==> config.mk <==
export PLATFORM = sky130hd
export DESIGN_NAME = button_chord_touch_gesture_flat
export DESIGN_NICKNAME = d
export VERILOG_FILES = /design/src/sv/bctg_pkg.sv /design/src/sv/bctg_if.sv /design/src/sv/button_chord_touch_gesture.sv /design/src/flat_wrapper.sv
export VERILOG_INCLUDE_DIRS = /design/src /design/src/sv
export SDC_FILE = /design/constraint.sdc
export NUM_CORES = 1
export LEC_CHECK = 0
export BUFFER_PORTS_ARGS = -buffer_cell sky130_fd_sc_hd__buf_2
export CAP_MARGIN = 20
export CORE_UTILIZATION = 45
export CTS_CLUSTER_SIZE = 12
export DETAILED_ROUTE_END_ITERATION = 8
export PLACE_DENSITY = 0.66
export SLEW_MARGIN = 20
export SYNTH_ARGS = -nofsm -noshare
export SYNTH_HDL_FRONTEND = slang
export SYNTH_SLANG_ARGS = --single-unit
==> constraint.sdc <==
create_clock -name clk -period 7 [get_ports clk]
set_clock_uncertainty 0.05 [all_clocks]
set_input_delay 0.35 -clock clk [delete_from_list [all_inputs] [get_ports clk]]
set_output_delay 0.35 -clock clk [all_outputs]
set_load 0.1 [all_outputs]
==> src/sv/button_chord_touch_gesture_macros.svh <==
// ---------------------------------------------------------------------------
// Assertion macros for the button chord and touch gesture tracker
// Defining ASSERT_OFF turns every check into an empty statement.
// ---------------------------------------------------------------------------
`ifndef BUTTON_CHORD_TOUCH_GESTURE_MACROS_SVH
`define BUTTON_CHORD_TOUCH_GESTURE_MACROS_SVH

`ifndef ASSERT_OFF

// ante in one cycle implies cons in the same cycle
`define BCTG_ASSERT_IMPLY(lbl, ante, cons) \
	lbl: assert property (@(posedge clk) disable iff (!arst_n) (ante) |-> (cons)) \
		else $error("bctg check failed: same-cycle implication");

// ante in one cycle implies cons in the next cycle
`define BCTG_ASSERT_NEXT(lbl, ante, cons) \
	lbl: assert property (@(posedge clk) disable iff (!arst_n) (ante) |=> (cons)) \
		else $error("bctg check failed: next-cycle implication");

`else

`define BCTG_ASSERT_IMPLY(lbl, ante, cons)
`define BCTG_ASSERT_NEXT(lbl, ante, cons)

`endif

`endif

==> src/sv/bctg_pkg.sv <==
// ---------------------------------------------------------------------------
// bctg_pkg
// Shared types and constants of the button chord and touch gesture tracker.
// ---------------------------------------------------------------------------
package bctg_pkg;

	// configuration register map
	localparam int CFG_IDX_W  = 1;
	localparam int CFG_DATA_W = 32;
	localparam int THR_W      = 12;
	localparam int HOLD_W     = 32;

	typedef enum logic [CFG_IDX_W-1:0] {
		CFG_DRAG_THRESHOLD = 1'b0,
		CFG_HOLD_TIME_US   = 1'b1
	} cfg_idx_t;

	localparam logic [THR_W-1:0]  DRAG_THRESHOLD_RST = 12'd10;
	localparam logic [HOLD_W-1:0] HOLD_TIME_US_RST   = 32'd600000;

	// gesture codes
	localparam int GEST_W = 3;

	typedef enum logic [GEST_W-1:0] {
		GEST_NONE       = 3'd0,
		GEST_TAP        = 3'd1,
		GEST_DRAG_START = 3'd2,
		GEST_DRAG_MOVE  = 3'd3,
		GEST_DRAG_END   = 3'd4,
		GEST_CANCEL     = 3'd5
	} gesture_t;

endpackage

==> src/sv/bctg_if.sv <==
// ---------------------------------------------------------------------------
// bctg interfaces
// Valid/ready channels for samples, results and configuration writes.
// ---------------------------------------------------------------------------

// one input sample per item
interface bctg_in_if #(
	parameter int COORD_BITS = 12,
	parameter int TIME_BITS  = 32
) ();
	logic                  valid;
	logic                  ready;
	logic [TIME_BITS-1:0]  now_us;
	logic                  button_a;
	logic                  button_b;
	logic                  touching;
	logic [COORD_BITS-1:0] touch_x;
	logic [COORD_BITS-1:0] touch_y;
	logic                  consume_touch;

	modport source (
		output valid, now_us, button_a, button_b, touching, touch_x, touch_y, consume_touch,
		input  ready
	);
	modport sink (
		input  valid, now_us, button_a, button_b, touching, touch_x, touch_y, consume_touch,
		output ready
	);
endinterface

// one result per item
interface bctg_out_if import bctg_pkg::*; #(
	parameter int COORD_BITS = 12
) ();
	logic                         valid;
	logic                         ready;
	logic                         activity;
	logic                         go_next;
	logic                         decide;
	logic                         home;
	logic [GEST_W-1:0]            gesture;
	logic [COORD_BITS-1:0]        pos_x;
	logic [COORD_BITS-1:0]        pos_y;
	logic signed [COORD_BITS:0]   total_x;
	logic signed [COORD_BITS:0]   total_y;
	logic signed [COORD_BITS:0]   delta_x;
	logic signed [COORD_BITS:0]   delta_y;

	modport source (
		output valid, activity, go_next, decide, home, gesture, pos_x, pos_y,
		       total_x, total_y, delta_x, delta_y,
		input  ready
	);
	modport sink (
		input  valid, activity, go_next, decide, home, gesture, pos_x, pos_y,
		       total_x, total_y, delta_x, delta_y,
		output ready
	);
endinterface

// register writes
interface bctg_cfg_if import bctg_pkg::*; ();
	logic                  valid;
	logic                  ready;
	logic [CFG_IDX_W-1:0]  index;
	logic [CFG_DATA_W-1:0] data;

	modport source (output valid, index, data, input ready);
	modport sink   (input valid, index, data, output ready);
endinterface

==> src/sv/button_chord_touch_gesture.sv <==
// ---------------------------------------------------------------------------
// button_chord_touch_gesture
// Two-button chord detector and touch gesture classifier, one sample per item.
// ---------------------------------------------------------------------------
// Takes one sample item per clock and returns exactly one result item for it,
// valid once the sample has passed the stage 1 and result registers. The
// sample is registered, classified against the tracker state by a single
// layer of subtract/compare logic, and the result lands in an output
// register. Throughput is one item per cycle while the result side keeps
// taking items; a stall on the result side holds both stages and drops
// ready on the sample side in the same cycle. Register writes are taken at
// any time (ready is always high) but must only be issued while no item is
// in flight.
`include "button_chord_touch_gesture_macros.svh"

module button_chord_touch_gesture import bctg_pkg::*; #(
	parameter int COORD_BITS = 12,
	parameter int TIME_BITS  = 32
) (
	input logic         clk,
	input logic         arst_n,
	bctg_in_if.sink     in_item,
	bctg_out_if.source  out_item,
	bctg_cfg_if.sink    cfg
);

	localparam int SW    = COORD_BITS + 1;
	localparam int MAG_W = (SW > THR_W) ? SW : THR_W;
	localparam int CMP_W = (TIME_BITS > HOLD_W) ? TIME_BITS : HOLD_W;

	// configuration registers
	logic [THR_W-1:0]  drag_threshold_q;
	logic [HOLD_W-1:0] hold_time_us_q;

	assign cfg.ready = 1'b1;

	always_ff @(posedge clk or negedge arst_n) begin
		if (!arst_n) begin
			drag_threshold_q <= DRAG_THRESHOLD_RST;
			hold_time_us_q   <= HOLD_TIME_US_RST;
		end else if (cfg.valid) begin
			case (cfg_idx_t'(cfg.index))
				CFG_DRAG_THRESHOLD: drag_threshold_q <= cfg.data[THR_W-1:0];
				CFG_HOLD_TIME_US:   hold_time_us_q   <= cfg.data[HOLD_W-1:0];
				default: ;
			endcase
		end
	end

	// both stages move together unless the result register is blocked
	logic adv;
	assign adv           = !out_item.valid || out_item.ready;
	assign in_item.ready = adv;

	// stage 1: registered sample
	logic                  v_s1;
	logic [TIME_BITS-1:0]  now_s1;
	logic                  a_s1, b_s1, t_s1, cons_s1;
	logic [COORD_BITS-1:0] x_s1, y_s1;

	always_ff @(posedge clk or negedge arst_n) begin
		if (!arst_n) begin
			v_s1 <= 1'b0;
		end else if (adv) begin
			v_s1 <= in_item.valid;
		end
	end

	always_ff @(posedge clk) begin
		if (adv && in_item.valid) begin
			now_s1  <= in_item.now_us;
			a_s1    <= in_item.button_a;
			b_s1    <= in_item.button_b;
			t_s1    <= in_item.touching;
			cons_s1 <= in_item.consume_touch;
			x_s1    <= in_item.touch_x;
			y_s1    <= in_item.touch_y;
		end
	end

	// tracker state
	logic                  last_a_q, last_b_q, last_touching_q;
	logic [COORD_BITS-1:0] last_x_q, last_y_q;
	logic                  in_chord_q, chord_timing_q, home_fired_q;
	logic [TIME_BITS-1:0]  chord_start_us_q;
	logic [COORD_BITS-1:0] origin_x_q, origin_y_q;
	logic                  drag_active_q, touch_swallowed_q;

	// next-state and result values
	logic                  in_chord_d, chord_timing_d, home_fired_d;
	logic [TIME_BITS-1:0]  chord_start_us_d;
	logic [COORD_BITS-1:0] origin_x_d, origin_y_d;
	logic                  drag_active_d, touch_swallowed_d;

	logic                  activity_c, go_next_c, decide_c, home_c;
	gesture_t              gesture_c;
	logic [COORD_BITS-1:0] pos_x_c, pos_y_c;
	logic signed [SW-1:0]  total_x_c, total_y_c, delta_x_c, delta_y_c;

	logic [TIME_BITS-1:0]  start_eff, elapsed;
	logic                  both, none, chord_mid, touch_start, drag_mid, swal_mid;
	logic                  tracked, released, exceed;
	logic signed [SW-1:0]  trk_tx, trk_ty, trk_dx, trk_dy, rel_tx, rel_ty;
	logic [SW-1:0]         abs_tx, abs_ty;

	// displacement arithmetic
	always_comb begin
		trk_tx = $signed({1'b0, x_s1}) - $signed({1'b0, origin_x_d});
		trk_ty = $signed({1'b0, y_s1}) - $signed({1'b0, origin_y_d});
		trk_dx = $signed({1'b0, x_s1}) - $signed({1'b0, last_x_q});
		trk_dy = $signed({1'b0, y_s1}) - $signed({1'b0, last_y_q});
		rel_tx = $signed({1'b0, last_x_q}) - $signed({1'b0, origin_x_q});
		rel_ty = $signed({1'b0, last_y_q}) - $signed({1'b0, origin_y_q});
		abs_tx = trk_tx[SW-1] ? SW'(-trk_tx) : SW'(trk_tx);
		abs_ty = trk_ty[SW-1] ? SW'(-trk_ty) : SW'(trk_ty);
		exceed = (MAG_W'(abs_tx) > MAG_W'(drag_threshold_q)) ||
		         (MAG_W'(abs_ty) > MAG_W'(drag_threshold_q));
	end

	// chord timing
	always_comb begin
		both      = a_s1 && b_s1;
		none      = !a_s1 && !b_s1;
		start_eff = chord_timing_q ? chord_start_us_q : now_s1;
		elapsed   = now_s1 - start_eff;
		home_c    = both && !home_fired_q &&
		            (CMP_W'(elapsed) >= CMP_W'(hold_time_us_q));
		chord_mid = both || in_chord_q;

		chord_timing_d   = both;
		chord_start_us_d = (both && !chord_timing_q) ? now_s1 : chord_start_us_q;
		in_chord_d       = none ? 1'b0 : chord_mid;
		home_fired_d     = none ? 1'b0 : (home_fired_q || home_c);

		activity_c = a_s1 || b_s1 || t_s1 || last_a_q || last_b_q || last_touching_q;
		go_next_c  = !chord_mid && last_a_q && !a_s1 && !home_c;
		decide_c   = !chord_mid && last_b_q && !b_s1 && !home_c;
	end

	// touch tracking and gesture classification
	always_comb begin
		touch_start = t_s1 && !last_touching_q;
		origin_x_d  = touch_start ? x_s1 : origin_x_q;
		origin_y_d  = touch_start ? y_s1 : origin_y_q;
		drag_mid    = touch_start ? 1'b0 : drag_active_q;
		swal_mid    = (touch_start ? cons_s1 : touch_swallowed_q) || (cons_s1 && t_s1);
		tracked     = t_s1 && !swal_mid;
		released    = !t_s1 && last_touching_q && !swal_mid;

		gesture_c         = GEST_NONE;
		pos_x_c           = x_s1;
		pos_y_c           = y_s1;
		total_x_c         = '0;
		total_y_c         = '0;
		delta_x_c         = '0;
		delta_y_c         = '0;
		drag_active_d     = drag_mid;
		touch_swallowed_d = swal_mid;

		if (home_c) begin
			gesture_c         = GEST_CANCEL;
			touch_swallowed_d = t_s1;
			drag_active_d     = 1'b0;
		end else if (tracked) begin
			total_x_c = trk_tx;
			total_y_c = trk_ty;
			delta_x_c = trk_dx;
			delta_y_c = trk_dy;
			if (!drag_mid && exceed) begin
				drag_active_d = 1'b1;
				gesture_c     = GEST_DRAG_START;
			end else if (drag_mid && (trk_dx != '0 || trk_dy != '0)) begin
				gesture_c = GEST_DRAG_MOVE;
			end
		end else if (released) begin
			pos_x_c   = last_x_q;
			pos_y_c   = last_y_q;
			total_x_c = rel_tx;
			total_y_c = rel_ty;
			gesture_c = drag_mid ? GEST_DRAG_END : GEST_TAP;
		end

		// no touch ends all tracking
		if (!t_s1) begin
			touch_swallowed_d = 1'b0;
			drag_active_d     = 1'b0;
		end
	end

	// state update on each classified item
	always_ff @(posedge clk or negedge arst_n) begin
		if (!arst_n) begin
			last_a_q          <= 1'b0;
			last_b_q          <= 1'b0;
			last_touching_q   <= 1'b0;
			last_x_q          <= '0;
			last_y_q          <= '0;
			in_chord_q        <= 1'b0;
			chord_timing_q    <= 1'b0;
			home_fired_q      <= 1'b0;
			chord_start_us_q  <= '0;
			origin_x_q        <= '0;
			origin_y_q        <= '0;
			drag_active_q     <= 1'b0;
			touch_swallowed_q <= 1'b0;
		end else if (adv && v_s1) begin
			last_a_q          <= a_s1;
			last_b_q          <= b_s1;
			last_touching_q   <= t_s1;
			last_x_q          <= x_s1;
			last_y_q          <= y_s1;
			in_chord_q        <= in_chord_d;
			chord_timing_q    <= chord_timing_d;
			home_fired_q      <= home_fired_d;
			chord_start_us_q  <= chord_start_us_d;
			origin_x_q        <= origin_x_d;
			origin_y_q        <= origin_y_d;
			drag_active_q     <= drag_active_d;
			touch_swallowed_q <= touch_swallowed_d;
		end
	end

	// stage 2: result register
	logic v_s2;

	always_ff @(posedge clk or negedge arst_n) begin
		if (!arst_n) begin
			v_s2 <= 1'b0;
		end else if (adv) begin
			v_s2 <= v_s1;
		end
	end

	always_ff @(posedge clk) begin
		if (adv && v_s1) begin
			out_item.activity <= activity_c;
			out_item.go_next  <= go_next_c;
			out_item.decide   <= decide_c;
			out_item.home     <= home_c;
			out_item.gesture  <= gesture_c;
			out_item.pos_x    <= pos_x_c;
			out_item.pos_y    <= pos_y_c;
			out_item.total_x  <= total_x_c;
			out_item.total_y  <= total_y_c;
			out_item.delta_x  <= delta_x_c;
			out_item.delta_y  <= delta_y_c;
		end
	end

	assign out_item.valid = v_s2;

	// home always cancels and silences the button events
	`BCTG_ASSERT_IMPLY(a_home_cancels, v_s2 && out_item.home,
		out_item.gesture == GEST_CANCEL && !out_item.go_next && !out_item.decide)
	// a release report carries no per-sample change
	`BCTG_ASSERT_IMPLY(a_release_no_delta,
		v_s2 && (out_item.gesture == GEST_DRAG_END || out_item.gesture == GEST_TAP),
		out_item.delta_x == '0 && out_item.delta_y == '0)
	// drag and swallow flags only live while a touch is held
	`BCTG_ASSERT_IMPLY(a_drag_needs_touch, drag_active_q || touch_swallowed_q, last_touching_q)
	// home fires at most once per chord
	`BCTG_ASSERT_NEXT(a_home_once, adv && v_s1 && home_c,
		!home_c || !(a_s1 && b_s1) || !v_s1)

endmodule

==> src/flat_wrapper.sv <==
// flat-port wrapper written by rule: the top's interface ports become plain ports
module button_chord_touch_gesture_flat import bctg_pkg::*;
#(
	parameter int COORD_BITS = 12,
	parameter int TIME_BITS  = 32
)
  (clk, arst_n, in_item_valid, in_item_now_us, in_item_button_a, in_item_button_b, in_item_touching, in_item_touch_x, in_item_touch_y, in_item_consume_touch, in_item_ready, out_item_valid, out_item_activity, out_item_go_next, out_item_decide, out_item_home, out_item_gesture, out_item_pos_x, out_item_pos_y, out_item_total_x, out_item_total_y, out_item_delta_x, out_item_delta_y, out_item_ready, cfg_valid, cfg_index, cfg_data, cfg_ready);
  bctg_in_if #(.COORD_BITS(COORD_BITS), .TIME_BITS(TIME_BITS)) in_item_i ();
  bctg_out_if #(.COORD_BITS(COORD_BITS)) out_item_i ();
  bctg_cfg_if cfg_i ();
  input logic clk;
  input logic arst_n;
  input wire logic [$bits(in_item_i.valid)-1:0] in_item_valid;
  input wire logic [$bits(in_item_i.now_us)-1:0] in_item_now_us;
  input wire logic [$bits(in_item_i.button_a)-1:0] in_item_button_a;
  input wire logic [$bits(in_item_i.button_b)-1:0] in_item_button_b;
  input wire logic [$bits(in_item_i.touching)-1:0] in_item_touching;
  input wire logic [$bits(in_item_i.touch_x)-1:0] in_item_touch_x;
  input wire logic [$bits(in_item_i.touch_y)-1:0] in_item_touch_y;
  input wire logic [$bits(in_item_i.consume_touch)-1:0] in_item_consume_touch;
  output wire logic [$bits(in_item_i.ready)-1:0] in_item_ready;
  output wire logic [$bits(out_item_i.valid)-1:0] out_item_valid;
  output wire logic [$bits(out_item_i.activity)-1:0] out_item_activity;
  output wire logic [$bits(out_item_i.go_next)-1:0] out_item_go_next;
  output wire logic [$bits(out_item_i.decide)-1:0] out_item_decide;
  output wire logic [$bits(out_item_i.home)-1:0] out_item_home;
  output wire logic [$bits(out_item_i.gesture)-1:0] out_item_gesture;
  output wire logic [$bits(out_item_i.pos_x)-1:0] out_item_pos_x;
  output wire logic [$bits(out_item_i.pos_y)-1:0] out_item_pos_y;
  output wire logic [$bits(out_item_i.total_x)-1:0] out_item_total_x;
  output wire logic [$bits(out_item_i.total_y)-1:0] out_item_total_y;
  output wire logic [$bits(out_item_i.delta_x)-1:0] out_item_delta_x;
  output wire logic [$bits(out_item_i.delta_y)-1:0] out_item_delta_y;
  input wire logic [$bits(out_item_i.ready)-1:0] out_item_ready;
  input wire logic [$bits(cfg_i.valid)-1:0] cfg_valid;
  input wire logic [$bits(cfg_i.index)-1:0] cfg_index;
  input wire logic [$bits(cfg_i.data)-1:0] cfg_data;
  output wire logic [$bits(cfg_i.ready)-1:0] cfg_ready;
  assign in_item_i.valid = in_item_valid;
  assign in_item_i.now_us = in_item_now_us;
  assign in_item_i.button_a = in_item_button_a;
  assign in_item_i.button_b = in_item_button_b;
  assign in_item_i.touching = in_item_touching;
  assign in_item_i.touch_x = in_item_touch_x;
  assign in_item_i.touch_y = in_item_touch_y;
  assign in_item_i.consume_touch = in_item_consume_touch;
  assign in_item_ready = in_item_i.ready;
  assign out_item_valid = out_item_i.valid;
  assign out_item_activity = out_item_i.activity;
  assign out_item_go_next = out_item_i.go_next;
  assign out_item_decide = out_item_i.decide;
  assign out_item_home = out_item_i.home;
  assign out_item_gesture = out_item_i.gesture;
  assign out_item_pos_x = out_item_i.pos_x;
  assign out_item_pos_y = out_item_i.pos_y;
  assign out_item_total_x = out_item_i.total_x;
  assign out_item_total_y = out_item_i.total_y;
  assign out_item_delta_x = out_item_i.delta_x;
  assign out_item_delta_y = out_item_i.delta_y;
  assign out_item_i.ready = out_item_ready;
  assign cfg_i.valid = cfg_valid;
  assign cfg_i.index = cfg_index;
  assign cfg_i.data = cfg_data;
  assign cfg_ready = cfg_i.ready;
  button_chord_touch_gesture #(.COORD_BITS(COORD_BITS), .TIME_BITS(TIME_BITS)) u_core (.clk(clk), .arst_n(arst_n), .in_item(in_item_i), .out_item(out_item_i), .cfg(cfg_i));
endmodule
; ---- Word level (Yosys, flattened, before mapping)
; Cells that the tools add are included.
[classes]
addsub = 9
n_lt_le_gt_ge = 3
n_mux = 30
bitwise = 2
n_reduce_logical = 48
[op_table]
columns = op, n
row1 = 2-to-1 mux 12 bit, 8
row2 = 2-to-1 mux 13 bit, 6
row3 = subtractor 12 x 12 -> 13 bit, 6
row4 = greater-or-equal comparator 32 bit, 1
row5 = 2-to-1 mux 32 bit, 1
row6 = subtractor 32 bit, 1
row7 = > comparator 13 x 12 -> 1 bit, 2
row8 = negator 13 bit, 2
row9 = nonzero test 13 bit, 2
row10 = logical AND 1 bit, 20
row11 = 2-to-1 mux 3 bit, 4
row12 = logical NOT 1 bit, 11
row13 = logical OR 1 bit, 11
row14 = 2-to-1 mux 1 bit, 10
row15 = AND reduction 2 bit, 3
row16 = 2-to-1 mux 2 bit, 1
row17 = NOT 1 bit, 2
row18 = OR reduction 2 bit, 1
[word_totals]
register_bits = 277
in_bits = 98
output_inout_bits = 86
word_cells = 127

; ---- Depth between registers and ports, before layout
[depth]
word_depth = 13
depth_mapped = 30
mapped_depth_nobuf = 26

; ---- Worst setup path before layout
; OpenSTA, ideal clock, no wires.
[synth_timing]
path_type = register to register
start = register u_core.chord_timing_q
end = register u_core.out_item.total_x[12] in the netlist's numbering (data pin)
setup_time_ps = 275
t_arrival_ps = 5828
path_slack_ps = 847
path_stages_with_launch = 28
synth_period_minus_slack_ps = 6153
cell_sequence = dfrtp_1 > clkbuf_1 > buf_1 > nand2_1 > o21ai_0 > ha_1 > inv_1 > fa_1 > a21o_1 > a21oi_1 > o21bai_1 > a21o_1 > a21boi_0 > o311ai_0 > a31o_2 > a21oi_1 > a21oi_1 > xor2_1 > ha_1 > nand4_1 > nor3_1 > nand3_1 > o211ai_1 > nor3b_1 > nand2b_1 > clkbuf_1 > clkbuf_1 > o32ai_1
[synth_via]
elab_chain_len = 4
[synth_lines]
columns = element, line
row1 = "start, declared", button_chord_touch_gesture.sv:84  ; logic in_chord_q, chord_timing_q, home_fired_q;
row2 = "start signal, assigned", button_chord_touch_gesture.sv:213  ; chord_timing_q <= chord_timing_d;
row3 = 2-to-1 mux 32 bit, button_chord_touch_gesture.sv:124  ; start_eff = chord_timing_q ? chord_start_us_q : now_s1;
row4 = subtractor 32 bit, button_chord_touch_gesture.sv:125  ; elapsed = now_s1 - start_eff;
row5 = greater-or-equal comparator 32 bit, button_chord_touch_gesture.sv:127  ; (CMP_W'(elapsed) >= CMP_W'(hold_time_us_q));
row6 = logical AND 1 bit, button_chord_touch_gesture.sv:126  ; home_c = both && !home_fired_q &&
row7 = named net u_core.home_c, button_chord_touch_gesture.sv:95  ; logic activity_c, go_next_c, decide_c, home_c;
row8 = "end signal, assigned", button_chord_touch_gesture.sv:243  ; out_item.total_x <= total_x_c;
row9 = "end, declared", bctg_if.sv:51  ; total_x, total_y, delta_x, delta_y,
; The timed path passes the listed nets, and every way through them passes these cells.
; A chain may end at the register's enable or synchronous reset.

; ---- Worst setup path after layout
[layout_timing]
start = register u_core.chord_timing_q
end = register u_core.out_item.pos_x[10] (data pin)
[layout_via]
elab_chain_len = 5
[layout_lines]
columns = element, line
row1 = 2-to-1 mux 32 bit, button_chord_touch_gesture.sv:124
row2 = subtractor 32 bit, button_chord_touch_gesture.sv:125
row3 = greater-or-equal comparator 32 bit, button_chord_touch_gesture.sv:127
row4 = logical AND 1 bit, button_chord_touch_gesture.sv:126
row5 = named net u_core.home_c, button_chord_touch_gesture.sv:95
row6 = 2-to-1 mux 12 bit, button_chord_touch_gesture.sv:160  ; if (home_c) begin
row7 = named net u_core.pos_x_c[10], button_chord_touch_gesture.sv:97  ; logic [COORD_BITS-1:0] pos_x_c, pos_y_c;
row8 = "end signal, assigned", button_chord_touch_gesture.sv:241  ; out_item.pos_x <= pos_x_c;
row9 = "end, declared", bctg_if.sv:50  ; output valid, activity, go_next, decide, home, gesture, pos_x, pos_y,
; The timed path passes the listed nets, and every way through them passes these cells.

==> qor.txt <==
Most used DFF post-synth = edfxtp_1
Die X-Extent = 196 um
Number of remaining DRC errors = 0
Die Y = 196 um
Wire per inst = 17.4 um
Diodes inserted = 0
Cell variety after synth = 83
Share of the synthesized area in the top cell type = 25.4%
GRT Residual Overflow = 0
Status = finished clean
Slew margin rel. = 33.7%
Fin crit share = 88.3%
Psw = 3.45 mW
GPL Wtd Cong = 0.888
Post-CTS Resized = 0
#FFs+latches synth = 277
Num Clock Sinks = 277
HPWL Detailed = 30500 um
GR Util All Layers = 22.3%
Switching Fraction = 42.5%
CTS tree = built
Port bufs = 182
Endpoint class of the critical path = flop
Gate power share = 50.3%
Synth warn = 0
Mapped Cells = 1638
Max frequency = 0.162 GHz
Leakage = 8.97 nW
Setup TNS = 0 ps
Avg Vias per Cell = 5.44
Post-CTS setup buffer count = 0
Initial Util = 46.0%
Final Hold Viols = 0
Total Wirelength = 42000 um
TritonCTS buffer count = 34
Top-Level Pins = 184
Die area = 0.0384 mm^2
Total of max-cap violations = 0
Vias in the first global route = 13100
CP startpoint kind = flop
DRT Pass-1 Iters = 6
Biggest area consumer among synthesized cells = edfxtp_1
CTS root buffer = clkbuf_16
RSZ-0062 raised after global routing = no
Worst ir drop on vdd = 0.203 mV
Layout cells sized above 1 = 18.6%
Final Instance Area = 0.0204 mm^2
First DRT Iteration DRCs = 817
Clock transition at path regs = 60 ps
Clock Latency Late Sink = 550 ps
Arr. time, crit path = 6400 ps
PD cells = 398 mW/mm^2
Setup-failing EPs final = 0
Tmin final = 6180 ps
Via count = 13100
Number of antenna violations at the first check in global routing = 0
Asr flop ratio synth = 48.4%
Wire length of the first global-routing pass = 67400 um
Largest net degree at the start of global routing = 76
Post-DRT Antenna Nets = 0
Critical path class = reg -> reg
Worst Path Max Fanout = 22
Seq/Total Area, Yosys = 45.3%
Fin nets = 2177
H-tree Lvls = 2
Syn avg cell area = 10.3 um^2
Flop pwr share = 28.2%
Clock share of power = 21.5%
Num rows = 70
Hold Path Class = in -> reg
Syn_nets = 1900
Cell Area, Synth = 0.0169 mm^2
Synth area leaders = edfxtp_1, dfrtp_1, ha_1
Max Slew Vio Count = 0
Core area = 0.0368 mm^2
Req. time, crit path = 7220 ps
Layout area overhead = 20.5%
Clk buf depth = 3
Worst-margin pin slew = 981 ps
P_int = 4.67 mW
Number of flops mapped to enable cells by yosys = 143
Overall power = 8.12 mW
DP Area = 0.0184 mm^2
==> flip-flops by register name, indices dropped and copies added (netlist names), 13 cells and up <==
signal / count
u_core.out_item.delta_y: 13
u_core.now_s1: 32
u_core.out_item.total_x: 13
u_core.out_item.total_y: 13
u_core.hold_time_us_q: 32
u_core.out_item.delta_x: 13
u_core.chord_start_us_q: 32
==> worst paths after layout <==
kind	end	from	cells after the start	slack, ps
hold reg to reg	u_core.origin_y_q[6]	u_core.origin_y_q[6]	2	430
max in group asynchronous	u_core.origin_x_q[4]	arst_n	3	5200
setup / recovery	u_core.out_item.pos_x[10]	u_core.chord_timing_q	24	820
setup reg to reg	u_core.out_item.pos_x[10]	u_core.chord_timing_q	24	820
min in group asynchronous	u_core.chord_start_us_q[20]	arst_n	2	320
hold / removal	u_core.drag_threshold_q[10]	cfg_data[10]	3	20
==> synthesized netlist by cell type, drive strengths merged, types with 34 or more instances <==
library cell	n
nand2	164
ha	159
edfxtp	143
o21ai	142
dfrtp	124
inv	124
a21oi	100
nor2	87
mux2	71
xnor2	58
xor2	39
a21o	37
clkbuf	34
==> what timing repair did <==
action	CTS	global route
endpoints found under the setup margin	0	0
hold buffers	90	0
hold endpoints to repair	149	0
==> power groups by stage <==
stage / logic (mW) / clock network [mW] / registers, mW
after floorplan: 2.60 / 0 / 2.83
after global placement: 3.90 / 0 / 2.31
after detailed placement: 4.01 / 0 / 2.32
after CTS: 4.07 / 1.79 / 2.29
after global routing: 4.53 / 1.85 / 2.33
final: 4.08 / 1.75 / 2.29
==> logic make-up (layout without fill, tap and decap cells) <==
| group | after synthesis | after routing | synth area share (%) |
|---|---|---|---|
| other | 1 | 1 | 0.0222 |
| muxes | 101 | 101 | 6.50 |
| buffers and inverters | 173 | 476 | 3.94 |
| and+or+nand+nor | 418 | 418 | 11.9 |
| adders and majority gates | 165 | 165 | 12.4 |
| xor gates and xnor gates | 97 | 97 | 5.06 |
| AOI/OAI and AO/OA | 406 | 406 | 15.0 |
| DFF | 277 | 277 | 45.3 |
==> placed cells by master (no fill, tap or decap), types with 10 or more instances in the layout <==
cell type	n
a21o_1	37
a21oi_1	99
and3_1	14
buf_2	181
buf_4	17
clkbuf_1	10
clkbuf_16	35
dfrtp_1	123
dfstp_2	10
dlygate4sd3_1	90
edfxtp_1	143
ha_1	159
inv_1	123
mux2_2	71
mux2i_1	30
nand2_1	164
nand2b_1	17
nand3_1	23
nor2_1	87
nor2b_1	31
nor3_1	21
o211ai_1	10
o21a_1	23
o21ai_0	138
o22ai_1	15
xnor2_1	57
xor2_1	39
==> area by class of cell <==
| class | count | area [um^2] |
|---|---|---|
| timing repair buffer | 290 | 1970 |
| sequential | 277 | 7660 |
| inverter | 124 | 468 |
| clock buffer | 48 | 955 |
| tap | 468 | 586 |
| clock inverter | 14 | 151 |
| fill | 3247 | 16400 |
| multi-input combinational | 1188 | 8610 |
==> metrics by stage <==
| step | worst slack, ps | utilization [%] | hold WS (ps) | instances |
|---|---|---|---|---|
| final | 818 | 55.5 | 24.8 | 2409 |
| after CTS | 823 | 55.4 | 6.13 | 2409 |
| after detailed placement | 862 | 50.0 | 351 | 2257 |
| after global placement | 1090 | 50.0 | 345 | 2257 |
| after global routing | 185 | 55.5 | 35.5 | 2409 |
| after floorplan | 847 | - | 4.41 | 1638 |
==> worst max-delay path, stage by stage, from the launching register on <==
cell,delay (ps)
dfrtp_2,530
o21ai_0,200
ha_1,190
inv_1,60
fa_1,410
a21o_1,180
a21oi_1,210
o21bai_1,90
a21o_1,210
a21boi_0,180
buf_4,160
o311ai_0,310
a31o_2,340
a21oi_1,210
a21oi_1,110
xor2_1,160
ha_1,310
nand4_1,120
nor3_1,270
nand3_1,100
o211ai_1,250
nor3b_1,290
nand2b_2,540
buf_4,300
o21ai_0,110
==> per-layer routing <==
metal	vias to the layer above	wire length, um	part of all wire, %	GRT usage [%]
met3	68	1870	4.4	3.47
met5	-	0	0	0
met4	0	1270	3.0	7.61
li1	6441	-	-	-
met1	6279	18800	45	29.1
met2	317	20100	48	37.9
No activity file was read; power rests on OpenSTA's default activity.
